--- config.mk ---
export PLATFORM = sky130hd
export DESIGN_NAME = errl_ctrl
export DESIGN_NICKNAME = d
export VERILOG_FILES = /design/src/hdl/errl_pkg.sv /design/src/hdl/errl_ctrl.sv
export SDC_FILE = /design/constraint.sdc
export NUM_CORES = 1
export LEC_CHECK = 0
export BUFFER_PORTS_ARGS = -buffer_cell sky130_fd_sc_hd__buf_2
export CORE_AREA = 3 3 40 42
export CTS_BUF_LIST = sky130_fd_sc_hd__clkbuf_8
export DETAILED_ROUTE_END_ITERATION = 12
export DIE_AREA = 0 0 43 45
export PLACE_DENSITY = 0.56
export SLEW_MARGIN = 20
export SYNTH_ARGS = -nofsm -noshare
export SYNTH_HDL_FRONTEND = slang
export SYNTH_SLANG_ARGS = --single-unit
--- constraint.sdc ---
create_clock -name clk -period 1.9 [get_ports clk]
set_input_delay 0.095 -clock clk [delete_from_list [all_inputs] [get_ports clk]]
set_output_delay 0.095 -clock clk [all_outputs]
set_load 0.1 [all_outputs]
--- src/hdl/errl_pkg.sv ---
package errl_pkg;

  localparam int unsigned IdW    = 16;
  localparam int unsigned TimeW  = 32;
  localparam int unsigned CntW   = 32;
  localparam int unsigned ScrW   = 31;
  localparam int unsigned SilW   = 16;
  localparam int unsigned CfgIdxW = 2;
  localparam int unsigned CfgW   = 32;

  localparam logic [CntW-1:0] CountMax = '1;

  // result status codes
  localparam logic [1:0] STATUS_HANDLED = 2'd0;
  localparam logic [1:0] STATUS_FULL    = 2'd1;
  localparam logic [1:0] STATUS_IGNORED = 2'd2;

  // configuration register indexes
  localparam logic [CfgIdxW-1:0] REG_SCRATCH_PERIOD = 2'd0;
  localparam logic [CfgIdxW-1:0] REG_SILENT_COUNT   = 2'd1;
  localparam logic [CfgIdxW-1:0] REG_SILENT_TIME    = 2'd2;
  localparam logic [CfgIdxW-1:0] REG_SHOW_FIRST_N   = 2'd3;

  localparam logic [ScrW-1:0]  ScratchReset   = 31'd3600;
  localparam logic [SilW-1:0]  SilentCntReset = 16'd100;
  localparam logic [TimeW-1:0] SilentTimReset = 32'd60;
  localparam logic [SilW-1:0]  FirstNReset    = 16'd0;

  typedef struct packed {
    logic [IdW-1:0]   id;
    logic [TimeW-1:0] last_update;
    logic [TimeW-1:0] last_printed;
    logic [CntW-1:0]  threshold;
    logic [CntW-1:0]  repeats;
  } entry_t;

  // controller -> datapath
  typedef struct packed {
    logic start;
    logic scan;
    logic alloc;
    logic calc1;
    logic calc2;
    logic set_ignored;
    logic set_full;
    logic load_out;
  } dp_cmd_t;

  // datapath -> controller
  typedef struct packed {
    logic enabled;
    logic hit;
    logic scan_done;
    logic table_full;
  } dp_sts_t;

endpackage

--- src/hdl/errl_ctrl.sv ---
module errl_ctrl (
  input  logic             clk,
  input  logic             rst,
  input  logic             in_valid,
  output logic             in_stall,
  output logic             out_valid,
  input  logic             out_stall,
  input  errl_pkg::dp_sts_t sts,
  output errl_pkg::dp_cmd_t cmd
);
  import errl_pkg::*;

  typedef enum logic [4:0] {
    S_IDLE   = 5'b00001,
    S_SCAN   = 5'b00010,
    S_CALC1  = 5'b00100,
    S_CALC2  = 5'b01000,
    S_FINISH = 5'b10000
  } state_t;

  state_t state, state_next;
  logic   out_free;

  assign in_stall = (state != S_IDLE);
  assign out_free = !out_valid || !out_stall;

  always_comb begin
    state_next = state;
    cmd        = '0;
    case (state)
      S_IDLE: begin
        if (in_valid) begin
          cmd.start  = 1'b1;
          state_next = S_SCAN;
        end
      end
      S_SCAN: begin
        cmd.scan = 1'b1;
        if (!sts.enabled) begin
          cmd.set_ignored = 1'b1;
          state_next      = S_FINISH;
        end else if (sts.hit) begin
          state_next = S_CALC1;
        end else if (sts.scan_done) begin
          if (sts.table_full) begin
            cmd.set_full = 1'b1;
            state_next   = S_FINISH;
          end else begin
            cmd.alloc  = 1'b1;
            state_next = S_CALC1;
          end
        end
      end
      S_CALC1: begin
        cmd.calc1  = 1'b1;
        state_next = S_CALC2;
      end
      S_CALC2: begin
        cmd.calc2  = 1'b1;
        state_next = S_FINISH;
      end
      S_FINISH: begin
        if (out_free) begin
          cmd.load_out = 1'b1;
          state_next   = S_IDLE;
        end
      end
      default: state_next = S_IDLE;
    endcase
  end

  always_ff @(posedge clk) begin
    if (rst) begin
      state     <= S_IDLE;
      out_valid <= 1'b0;
    end else begin
      state <= state_next;
      if (cmd.load_out) begin
        out_valid <= 1'b1;
      end else if (!out_stall) begin
        out_valid <= 1'b0;
      end
    end
  end

endmodule

* After elaboration in Yosys (flattened, before gate mapping) *
Index checks and enable logic that the tools add are counted.

word-level totals
  register bits after elaboration = 6
  input bits = 8
  output and inout port bits = 10
  logic and storage cells = 42

operators by class
  equality and inequality tests = 10
  multiplexer cells = 26
  reductions and logical operators = 4

operators with widths
  cell                                                                     number
  5-bit two-way mux                                                        6
  5-bit one-hot mux with 5 select lines                                    1
  1-bit two-way mux                                                        17
  5-bit by 1-bit equality test with 1-bit output, second input constant    1
  5-bit by 2-bit equality test with 1-bit output, second input constant    1
  5-bit by 3-bit equality test with 1-bit output, second input constant    1
  5-bit by 4-bit equality test with 1-bit output, second input constant    1
  5-bit equality test, second input constant                               1
  5-bit by 1-bit inequality test with 1-bit output, second input constant  1
  2-bit two-way mux                                                        2
  2-bit inequality test, second input constant                             2
  4-bit inequality test, second input constant                             1
  3-bit AND reduction                                                      1
  1-bit logical NOT                                                        2
  2-bit by 1-bit inequality test with 1-bit output, second input constant  1
  1-bit logical OR                                                         1

* Logic depth before layout (Yosys ltp) *
Gate-level depths: netlist of run 1.

  depth in word-level cells = 5
  gate-level depth with buffers = 4

* Least setup slack after synthesis of run 1 *
No wires, ideal clock.

  path type = reg2reg
  from = register state[3]
  to = register state[3]
  library setup time = 0.079 ns
  data arrival time = 4.163 ns
  data required time = 1.821 ns
  path slack = -2.342 ns
  cell stages (with the launch flop) = 5
  clock period less this slack = 4.242 ns
  cell sequence = dfxtp_1 > buf_6 > or2_2 > nor4_1 > and4_1

between the ends
  cells in the longest elaborated chain, start to end = 3
  elaborated cells on any way between the ends = 10
  those cells by class = eq/ne: 8; mux: 1; reduce/logical: 1

RTL lines
  item                                                                             line             text
  start: declaration                                                               errl_ctrl.sv:21  state_t state, state_next;
  start signal: assignment                                                         errl_ctrl.sv:77  state <= state_next;
  5-bit by 2-bit equality test with 1-bit output, or another cell as far along     errl_ctrl.sv:30  case (state)
  4-bit inequality test (no source line) or 2-bit inequality test (tied branches)  --
  3-bit AND reduction (no source line)                                             --

Several ways; a longest one is shown, not always the timed one.
A chain may end at the register's enable or synchronous reset.

==> key figures, run 1 <==
Synthesis
  – Nets in the synthesized netlist: 59
  – Number of warning messages in the yosys log: 0
  – Area fraction of the dominant cell type after synthesis: 29.6%
  – Share of synthesized area occupied by flip-flops and latches: 29.6%
  – Cell taking the most area after synthesis: sky130_fd_sc_hd__dfxtp_1
  – Top_reg_cell synth: sky130_fd_sc_hd__dfxtp_1
  – Syn avg cell area: 7.95 um2
  – Dominant cell by count in the synthesized netlist: sky130_fd_sc_hd__dfxtp_1
  – Number of enable-type register cells in the synthesized netlist: 0
  – Instance count of the mapped netlist: between 50 and 60
  – Post-synthesis cell type count: 28
  – Top cells by area, synth: sky130_fd_sc_hd__dfxtp_1 30%, sky130_fd_sc_hd__inv_1 4.6%, sky130_fd_sc_hd__nor4_1 4.6%, sky130_fd_sc_hd__xnor2_1 4.3%, sky130_fd_sc_hd__nor3_1 3.7%
  – Fraction of synthesis flops using an asynchronous set or reset pin: 0%
  – Cell types with the highest counts after synthesis: 6 x sky130_fd_sc_hd__dfxtp_1, 5 x sky130_fd_sc_hd__inv_1
  – Post-synth design cell area: 405 um2
  – Synthesized flop and latch total: 6

Timing
  – Final critical-path share of the clock period: around 96%
  – Unrepaired setup endpoints after global routing: true
  – Final period demand of the worst path: 1.82 ns
  – Count of final max-slew check failures: 0
  – Highest clock frequency the design can meet: between 500 and 600 MHz
  – Number of endpoints with negative hold slack in the final report: 0
  – Worst-margin pin slew: 0.487 ns
  – Normalized max-slew margin: around 68%
  – Final Setup Violations: 0
  – Post-route clock skew: 0.00467 ns

Placed design
  – Number of input and output port buffers inserted: 17
  – Final HPWL from detailed placement: 823 um
  – # placed instances: 83
  – Cell Area, Placed: 662 um2
  – Routability Congestion: 0.714

Flow run
  – Max-cap violations: 0

Die
  – Num rows: 13
  – Width of the chip: between 40 and 50 um
  – Ports placed on the boundary: 18
  – Starting density of the core: a little under a third
  – Core region area: around 1300 um2
  – Die height: 45 um
  – Die Area: 1940 um2

Route
  – Remaining antenna violation count: 0
  – Total iterations of the first detailed-routing run: 4
  – Drt via density: ~5.3
  – DRC Markers: 0
  – Routed vias: ~460
  – Mean routed wirelength per cell: 12.0 um
  – Final Routed Wirelength: between 1000 and 1500 um
  – Number of DRC violations after detailed-routing iteration 0: 13

Layout
  – Net count reported at finish: 82
  – Share of layout cells above drive strength 1: 51.4%
  – Antenna diode instance count: 0
  – Number of non-filler instances in the completed layout: 87
  – Synthesis-to-layout area growth: 80.9%
  – Layout Cell Area excl Fill: 733 um2

Worst setup path
  – Origin of the critical flop-to-flop path: state[1]
  – Critical-path cell with the highest stage delay: sky130_fd_sc_hd__or4b_4
  – Critical path's top delay family: simple AND/OR/NAND/NOR gates
  – Required time of the worst setup path: approximately 1.8 ns
  – Critical path type: reg2out
  – Critical Path Sink Type: output port
  – CP Cell Sequence: or4b_4 -> nand2b_1 -> a21oi_4 -> buf_12
  – Critical Path Max Stage Delay: 0.54 ns
  – Bufs and invs on worst path: 1
  – R2R Path End: state[3]
  – Worst-case reg-to-reg path depth: 3
  – Arr. time, crit path: 1.72 ns
  – CP max FO: 10
  – Worst reg2reg setup slack: 0.33 ns
  – Critical path startpoint category: register

Outcome
  – Result of the run: completed

Min path
  – Number of cells on the worst hold path: 2
  – Hold_sp: rst
  – Worst Hold End: out_valid
  – Hold Path Class: in2reg

Clock network
  – Insertion delay to the later sink of the worst-skew pair: roughly 0.22 ns
  – Clock-pin slew reported for the worst setup and hold paths after clock tree synthesis: 0.04 ns
  – CTS Buf Count: 3
  – CTS tree: yes
  – Library cell used as clock root buffer: sky130_fd_sc_hd__clkbuf_8
  – Count of hold buffers inserted by post-cts repair: 0
  – Maximum root-to-sink buffer count: 2
  – # H-tree levels: 1
  – Clock sink total: 6

Pwr
  – Peak ir drop on the vdd network: around 0.00049 V
  – Leakage component of the power: 0.281 nW
  – Pwr Density: 658 nW/um2

Global route
  – Global-route usage over all layers: 12.8%
  – Via count of the first global-routing pass: 450
  – Global route overflow: 0
  – Initial antenna violation count: 0
  – Pin count of the biggest net entering global routing: 11
  – Wire length of the first global-routing pass: 1850 um
area by class of cell:
class / count / area [um2]
fill: 111 / 552
multi-input combinational: 38 / 329
timing repair buffer: 20 / 198
sequential: 6 / 128
clock buffer: 3 / 41.3
inverter: 5 / 18.8
tap: 15 / 18.8
timing repair:
item / CTS / global route
setup endpoints to repair: 0 / 3
setup buffers: 0 / 1
gates resized for setup: 0 / 7
worst register-to-register path, cell delays in order, from the launching register on:
cell and delay (ns):
sky130_fd_sc_hd__dfxtp_1 0.41, sky130_fd_sc_hd__or4b_4 0.55, sky130_fd_sc_hd__or3_1 0.31, sky130_fd_sc_hd__and4_1 0.19
report_power, final:
| part | total [mW] | internal (mW) | switching [mW] |
|---|---|---|---|
| registers | 0.147 | 0.133 | 0.0146 |
| logic | 0.145 | 0.0501 | 0.0944 |
| clock network | 0.191 | 0.136 | 0.0544 |
sequential cells by signal, summed over array words and instances (netlist names):
name	flops
state	5
out_valid	1
metal layers:
| metal | share of wire, % | track usage (%) | up-vias |
|---|---|---|---|
| li1 | - | - | 236 |
| met1 | 46 | 16.5 | 217 |
| met2 | 48 | 18.6 | 11 |
| met3 | 6.4 | 7.17 | 0 |
| met4 | 0 | 3.61 | 0 |
| met5 | 0 | 0 | - |
cells by family after synthesis:
logic type                count (synthesis)  share of synthesized area, %
AOI/OAI and AO/OA                         8                          14.2
xor gates and xnor gates                  2                          4.32
buffers and inverters                     7                          8.64
DFF                                       6                          29.6
and+or+nand+nor                          28                          43.2
cell usage in the layout (no fill, tap or decap), types with 2 or more instances in the layout:
master                     instances
sky130_fd_sc_hd__buf_2            11
sky130_fd_sc_hd__nor3b_4           2
sky130_fd_sc_hd__buf_4             3
sky130_fd_sc_hd__nor2_1            2
sky130_fd_sc_hd__nor3_1            3
sky130_fd_sc_hd__nand4_1           2
sky130_fd_sc_hd__nor4_4            2
sky130_fd_sc_hd__inv_1             5
sky130_fd_sc_hd__clkbuf_8          3
sky130_fd_sc_hd__nand2b_1          2
sky130_fd_sc_hd__xnor2_1           2
sky130_fd_sc_hd__dfxtp_2           3
sky130_fd_sc_hd__dfxtp_1           2
sky130_fd_sc_hd__buf_12            6
sky130_fd_sc_hd__a31oi_1           2
sky130_fd_sc_hd__nand2_1           3
how the worst max path moves through the flow:
stage / to / from / cells after the start / slack [ns]
2_1_floorplan: state[0] / state[3] / 4 / -0.20
3_3_place_gp: cmd[0] / state[4] / 4 / 0.32
3_5_place_dp: cmd[0] / state[4] / 4 / 0.32
4_1_cts: cmd[0] / state[4] / 4 / 0.07
5_1_grt: cmd[0] / state[1] / 4 / 0.02
6_report: cmd[0] / state[1] / 4 / 0.08
stage by stage:
| stage | utilization, % | total power [mW] | worst slack, ns | setup TNS (ns) | hold WS (ns) |
|---|---|---|---|---|---|
| finish | 57.1 | 0.482 | 0.0841 | 0 | 0.101 |
| global route | 57.1 | 0.508 | 0.0180 | 0 | 0.120 |
| global placement | 51.5 | 0.284 | 0.316 | 0 | 0.328 |
| detailed placement | 51.5 | 0.283 | 0.316 | 0 | 0.328 |
| floorplan | - | 0.244 | -0.196 | -0.711 | 0.164 |
| CTS | 54.7 | 0.475 | 0.0728 | 0 | 0.0972 |
No activity file was read; power rests on OpenSTA's default activity.
==> run 2, diff against run 1 <==
--- a/config.mk
+++ b/config.mk
@@ -13,2 +13,3 @@
 export PLACE_DENSITY = 0.56
+export SKIP_LAST_GASP = 1
 export SLEW_MARGIN = 20
==> constraint.sdc (replaced) <==
create_clock -name clk -period 1.9 [get_ports clk]
set_input_delay 0.38 -clock clk [delete_from_list [all_inputs] [get_ports clk]]
set_output_delay 0.38 -clock clk [all_outputs]
set_load 0.1 [all_outputs]
==> run 2 against run 1 <==
Against the previous run:
- the run now ends with negative setup slack left
- sequential share of layout area is 2.0 points lower
- register-to-register slack worse by 0.08 ns
- via count is 5.2% higher
- critical path type unchanged
- critical path depth stayed put
- first-iteration DRC count is 7.7% lower
- clock-buffer cell count stayed put
==> key figures, run 2 (synthesized netlist as in run 1, its figures left out) <==
Outcome
  – Result of the run: finished, violations left
  – Violated checks: negative setup slack

Global route
  – Global-route usage over all layers: around 14%
  – Pin count of the biggest net entering global routing: 10
  – Wire length of the first global-routing pass: 1990 um
  – Global route overflow: 0
  – Via count of the first global-routing pass: about 470
  – Initial antenna violation count: 0

Layout
  – Most frequent standard cell in the layout excluding fill and tap cells: sky130_fd_sc_hd__buf_4
  – Biggest regs: state: 5 flops, out_valid: 1 flops
  – Register bank with the most flops: state
  – Reg area: 130 um2
  – Share of layout cells above drive strength 1: 59.5%
  – Number of fill cells: 103
  – Antenna diode instance count: 0
  – Max reg flops: 5
  – Post-layout utilization of the core: between 60% and 70%
  – Net count reported at finish: 89
  – Total area of multi-input combinational cells: 342 um2
  – Commonest cells after routing, fill and taps aside: 10 x sky130_fd_sc_hd__buf_4, 9 x sky130_fd_sc_hd__buf_12, 8 x sky130_fd_sc_hd__buf_2
  – Synthesis-to-layout area growth: 109%

Route
  – Final Routed Wirelength: 1210 um
  – Total iterations of the first detailed-routing run: 4
  – DRC Markers: 0
  – Drt via density: 5.19
  – Mean routed wirelength per cell: ~13 um
  – Number of DRC violations after detailed-routing iteration 0: 12
  – Remaining antenna violation count: 0
  – Routed vias: 488

Placed design
  – Number of input and output port buffers inserted: 17
  – Routability Congestion: 0.785
  – Place WS: approximately 0.12 ns
  – Final HPWL from detailed placement: roughly 970 um

Timing
  – Worst setup slack after layout: -0.0814 ns
  – Final critical-path share of the clock period: 104%
  – Worst-margin pin slew: 0.488 ns
  – Final Setup Violations: 3
  – Post-route clock skew: ~0.0068 ns
  – Unrepaired setup endpoints after global routing: true
  – Final period demand of the worst path: 1.98 ns
  – Number of endpoints with negative hold slack in the final report: 0
  – Highest clock frequency the design can meet: roughly 500 MHz
  – Setup TNS Final: -0.150 ns
  – Post-route worst hold slack: 0.392 ns
  – Normalized max-slew margin: 67.7%
  – Count of final max-slew check failures: 0

Min path
  – Hold Path Class: in2reg
  – Number of cells on the worst hold path: 2

Worst setup path
  – Critical path type: reg2out
  – CP max FO: 4
  – Worst-case reg-to-reg path depth: 4
  – Arr. time, crit path: 1.60 ns
  – Critical Path Sink Type: output port
  – Critical path startpoint category: register
  – Required time of the worst setup path: 1.52 ns

Pwr
  – Leakage component of the power: about 0.34 nW
  – Pwr Density: 621 nW/um2
  – Total power consumption of the routed design: 0.526 mW
  – Peak ir drop on the vdd network: 0.000492 V

Clock network
  – CTS Buf Count: 3
  – Maximum root-to-sink buffer count: 2
  – Clock sink total: 6
  – Library cell used as clock root buffer: sky130_fd_sc_hd__clkbuf_8
  – CTS tree: yes
  – Insertion delay to the later sink of the worst-skew pair: between 0.2 and 0.25 ns
  – # H-tree levels: 1
  – Clock-pin slew reported for the worst setup and hold paths after clock tree synthesis: about 0.04 ns

Flow run
  – Max-cap violations: 0

Die
  – Num rows: 13
  – Width of the chip: approximately 43 um
  – Starting density of the core: 31.5%
  – Die height: 45 um
  – Die Area: just under 2000 um2
  – Ports placed on the boundary: 18
  – Core region area: 1280 um2
-- run 2: changes by cell type in the layout (fill, tap and decap cells not counted), sizes merged --
cell / previous run / this run
buf: 20 / 27
-- run 2: timing repair --
action	CTS	global route
setup endpoints to repair	4	6
hold buffers	0	0
resized for setup	4	2
buffers inserted	4	1
pin swaps	5	2
-- run 2: cell type report --
cell class                      instances  share of cell area, %
Multi-Input combinational cell         38                   40.4
Timing Repair Buffer                   27                   34.9
Sequential cell                         6                   15.4
Clock buffer                            3                   4.88
Inverter                                5                   2.22
Tap cell                               15                   2.22
-- run 2: routing by layer --
layer	global-route usage (%)	vias to the layer above	routed length (um)	share of wire [%]
li1	-	247	-	-
met1	19.3	231	600	49
met2	20.1	8	570	47
met3	2.39	2	34	2.8
met4	12.7	0	8	0.66
met5	0	-	0	0
-- run 2: report_power, final --
part           internal (mW)  total, mW  leakage [nW]  switching [mW]
Sequential             0.131      0.137        0.0507         0.00601
Clock                  0.136      0.194        0.0216          0.0573
Combinational         0.0835      0.195         0.266           0.111
Total                  0.351      0.526         0.338           0.175
-- run 2: worst paths after layout --
kind	startpoint	to	slack, ns
worst max register to register	state[0]	state[3]	0.25
worst max-delay path	state[0]	cmd[0]	-0.08
worst min-delay path	rst	out_valid	0.39
worst min register to register	out_valid	out_valid	0.59
-- run 2: metrics by stage --
step           instances  instance area [um2]
6_report              94                  846
5_1_grt               94                  846
4_1_cts               93                  833
3_5_place_dp          86                  754
3_3_place_gp          86                  754
2_1_floorplan         51                  494
-- run 2: worst max-delay path, cell delays in order (launching register included) --
cell                       delay, ns
sky130_fd_sc_hd__dfxtp_4        0.35
sky130_fd_sc_hd__or4b_4         0.54
sky130_fd_sc_hd__nand2b_4       0.17
sky130_fd_sc_hd__a21oi_4        0.13
sky130_fd_sc_hd__buf_12         0.18
==> run 3, diff against run 2 <==
Settings changed: CTS_BUF_LIST sky130_fd_sc_hd__clkbuf_8 to sky130_fd_sc_hd__clkbuf_16, SLEW_MARGIN 20 to not set.
==> run 3 against run 2 <==
Against the previous run:
- the flow still finishes with violations (negative setup slack)
- die area stayed put
- clock skew is 0.0040 ns lower
- maximum frequency is 0.17% higher
- non-clock buffer count stayed put
- power is 27% higher
- highest routed layer unchanged
- combinational power hardly changed
- clock-buffer cell count stayed put
- clock power is 75% higher
- register-to-register slack better by 0.02 ns
- core utilization is 2.8 points higher
- sequential share of layout area is 0.35 points lower
==> key figures, run 3 (synthesized netlist as in run 1, its figures left out) <==
Outcome
  – Result of the run: finished, violations left
  – Violated checks: negative setup slack

Clock network
  – Maximum root-to-sink buffer count: 2
  – Insertion delay to the later sink of the worst-skew pair: between 0.2 and 0.25 ns
  – # H-tree levels: 1
  – Library cell used as clock root buffer: sky130_fd_sc_hd__clkbuf_16
  – Clock sink total: 6
  – Clock-pin slew reported for the worst setup and hold paths after clock tree synthesis: 0.03 ns
  – CTS tree: yes
  – CTS Buf Count: 3

Timing
  – Worst setup slack after layout: -0.0780 ns
  – Count of final max-slew check failures: 0
  – Setup TNS Final: -0.124 ns
  – Number of endpoints with negative hold slack in the final report: 0
  – Normalized max-slew margin: 67.0%
  – Highest clock frequency the design can meet: about 500 MHz
  – Final period demand of the worst path: 1.98 ns
  – Unrepaired setup endpoints after global routing: true
  – Final Setup Violations: 2
  – Final critical-path share of the clock period: 104%
  – Post-route clock skew: 0.00276 ns
  – Worst-margin pin slew: 0.498 ns

Global route
  – Initial antenna violation count: 0
  – Via count of the first global-routing pass: 481
  – Global-route usage over all layers: about 16%
  – Global route overflow: 0
  – Wire length of the first global-routing pass: 2210 um
  – Pin count of the biggest net entering global routing: 10

Layout
  – Most frequent standard cell in the layout excluding fill and tap cells: sky130_fd_sc_hd__buf_4
  – Number of non-filler instances in the completed layout: 94
  – Net count reported at finish: 89
  – Register bank with the most flops: state
  – Max reg flops: 5
  – Reg area: between 100 and 150 um2
  – Biggest regs: state: 5 flops, out_valid: 1 flops
  – Share of layout cells above drive strength 1: between 50% and 60%
  – Number of fill cells: 97
  – Antenna diode instance count: 0
  – Commonest cells after routing, fill and taps aside: 10 x sky130_fd_sc_hd__buf_4, 9 x sky130_fd_sc_hd__buf_12, 8 x sky130_fd_sc_hd__buf_2
  – Synthesis-to-layout area growth: 118%
  – Total area of multi-input combinational cells: between 300 and 400 um2

Pwr
  – Sequential cell fraction of total power: 20.4%
  – Reported net switching power: roughly 0.19 mW
  – Switching portion of total power: 28.0%
  – Peak ir drop on the vdd network: 0.000554 V
  – Portion of total power attributed to the clock network: 50.8%
  – Leakage component of the power: 0.356 nW
  – Pwr Density: 757 nW/um2
  – Cell-internal power: 0.481 mW
  – Combinational group share of total power: 28.8%

Route
  – Routed vias: 502
  – Remaining antenna violation count: 0
  – Final Routed Wirelength: 1310 um
  – Number of DRC violations after detailed-routing iteration 0: 5
  – Total iterations of the first detailed-routing run: 4
  – DRC Markers: 0
  – Mean routed wirelength per cell: 13.9 um
  – Drt via density: around 5.3

Die
  – Core region area: around 1300 um2
  – Die Area: 1940 um2
  – Width of the chip: 43 um
  – Die height: 45 um
  – Ports placed on the boundary: 18
  – Num rows: 13
  – Starting density of the core: 31.5%

Worst setup path
  – Bufs and invs on worst path: 1
  – Critical Path Sink Type: output port
  – CP max FO: 4
  – Required time of the worst setup path: between 1.5 and 2 ns
  – Critical-path cell with the highest stage delay: sky130_fd_sc_hd__or4b_4
  – Arr. time, crit path: between 1.5 and 2 ns
  – CP Cell Sequence: or4b_4 -> nand2b_4 -> a21oi_4 -> buf_12
  – Critical path's top delay family: simple AND/OR/NAND/NOR gates
  – Critical path type: reg2out
  – Critical path startpoint category: register
  – Critical Path Max Stage Delay: 0.54 ns

Min path
  – Hold Path Class: in2reg

Placed design
  – Place WS: 0.122 ns
  – Final HPWL from detailed placement: 967 um
  – Number of input and output port buffers inserted: 17
  – # placed instances: 86
  – Routability Congestion: 0.785

Flow run
  – Max-cap violations: 0
==> run 3: cell types whose count changed in the layout (fill, tap and decap cells not counted) <==
| cell | previous run | this run |
|---|---|---|
| sky130_fd_sc_hd__dfxtp_2 | 2 | 1 |
| sky130_fd_sc_hd__clkbuf_16 | 0 | 3 |
| sky130_fd_sc_hd__inv_2 | 1 | 0 |
| sky130_fd_sc_hd__clkbuf_8 | 3 | 0 |
| sky130_fd_sc_hd__dfxtp_4 | 2 | 3 |
| sky130_fd_sc_hd__inv_1 | 4 | 5 |
==> run 3: layer usage <==
metal / track usage (%) / wire [um] / vias to the layer above
met4: 9.04 / 26 / 0
met5: 0 / 0 / -
met2: 25.7 / 664 / 13
met1: 19.0 / 563 / 239
li1: - / - / 245
met3: 4.78 / 54 / 5
==> run 3: worst paths after layout <==
path,startpoint,endpoint,slack [ns],depth (start not counted)
worst max-delay path,state[3],cmd[0],-0.08,4
worst max register to register,state[3],state[3],0.27,4
worst min register to register,out_valid,out_valid,0.61,2
worst min-delay path,rst,state[1],0.39,2
==> run 3: stage by stage <==
step,hold slack (ns),util [%],cell area [um2],total power [mW]
final,0.391,68.6,882,0.668
after global placement,0.579,58.7,754,0.318
after global routing,0.392,68.6,882,0.688
after CTS,0.387,68.1,875,0.668
after floorplan,0.449,-,494,0.248
after detailed placement,0.593,58.7,754,0.318
==> run 3: what timing repair did <==
item	CTS	global route
buffers inserted	5	0
pin swaps	5	1
gates resized for setup	4	2
endpoints found under the setup margin	4	6
hold endpoints to repair	0	0
hold buffers	0	0
==> run 3: final cells by class <==
cell class | count | share of cell area (%)
Multi-Input combinational cell | 38 | 38.7
Clock buffer | 3 | 8.51
Timing Repair Buffer | 27 | 33.5
Inverter | 5 | 2.13
Tap cell | 15 | 2.13
Sequential cell | 6 | 15.0
==> run 3: power groups by stage <==
stage	clock network [mW]	registers [mW]	logic, mW
finish	0.339	0.136	0.192
global placement	0	0.141	0.176
floorplan	0	0.142	0.106
CTS	0.339	0.138	0.192
detailed placement	0	0.141	0.177
global route	0.347	0.137	0.204
==> run 3: worst reg2reg max path, cell delays in order (launching register included) <==
cell and delay [ns]:
sky130_fd_sc_hd__dfxtp_4 0.35, sky130_fd_sc_hd__or4b_4 0.54, sky130_fd_sc_hd__buf_4 0.16, sky130_fd_sc_hd__or3_1 0.29, sky130_fd_sc_hd__and4_1 0.18
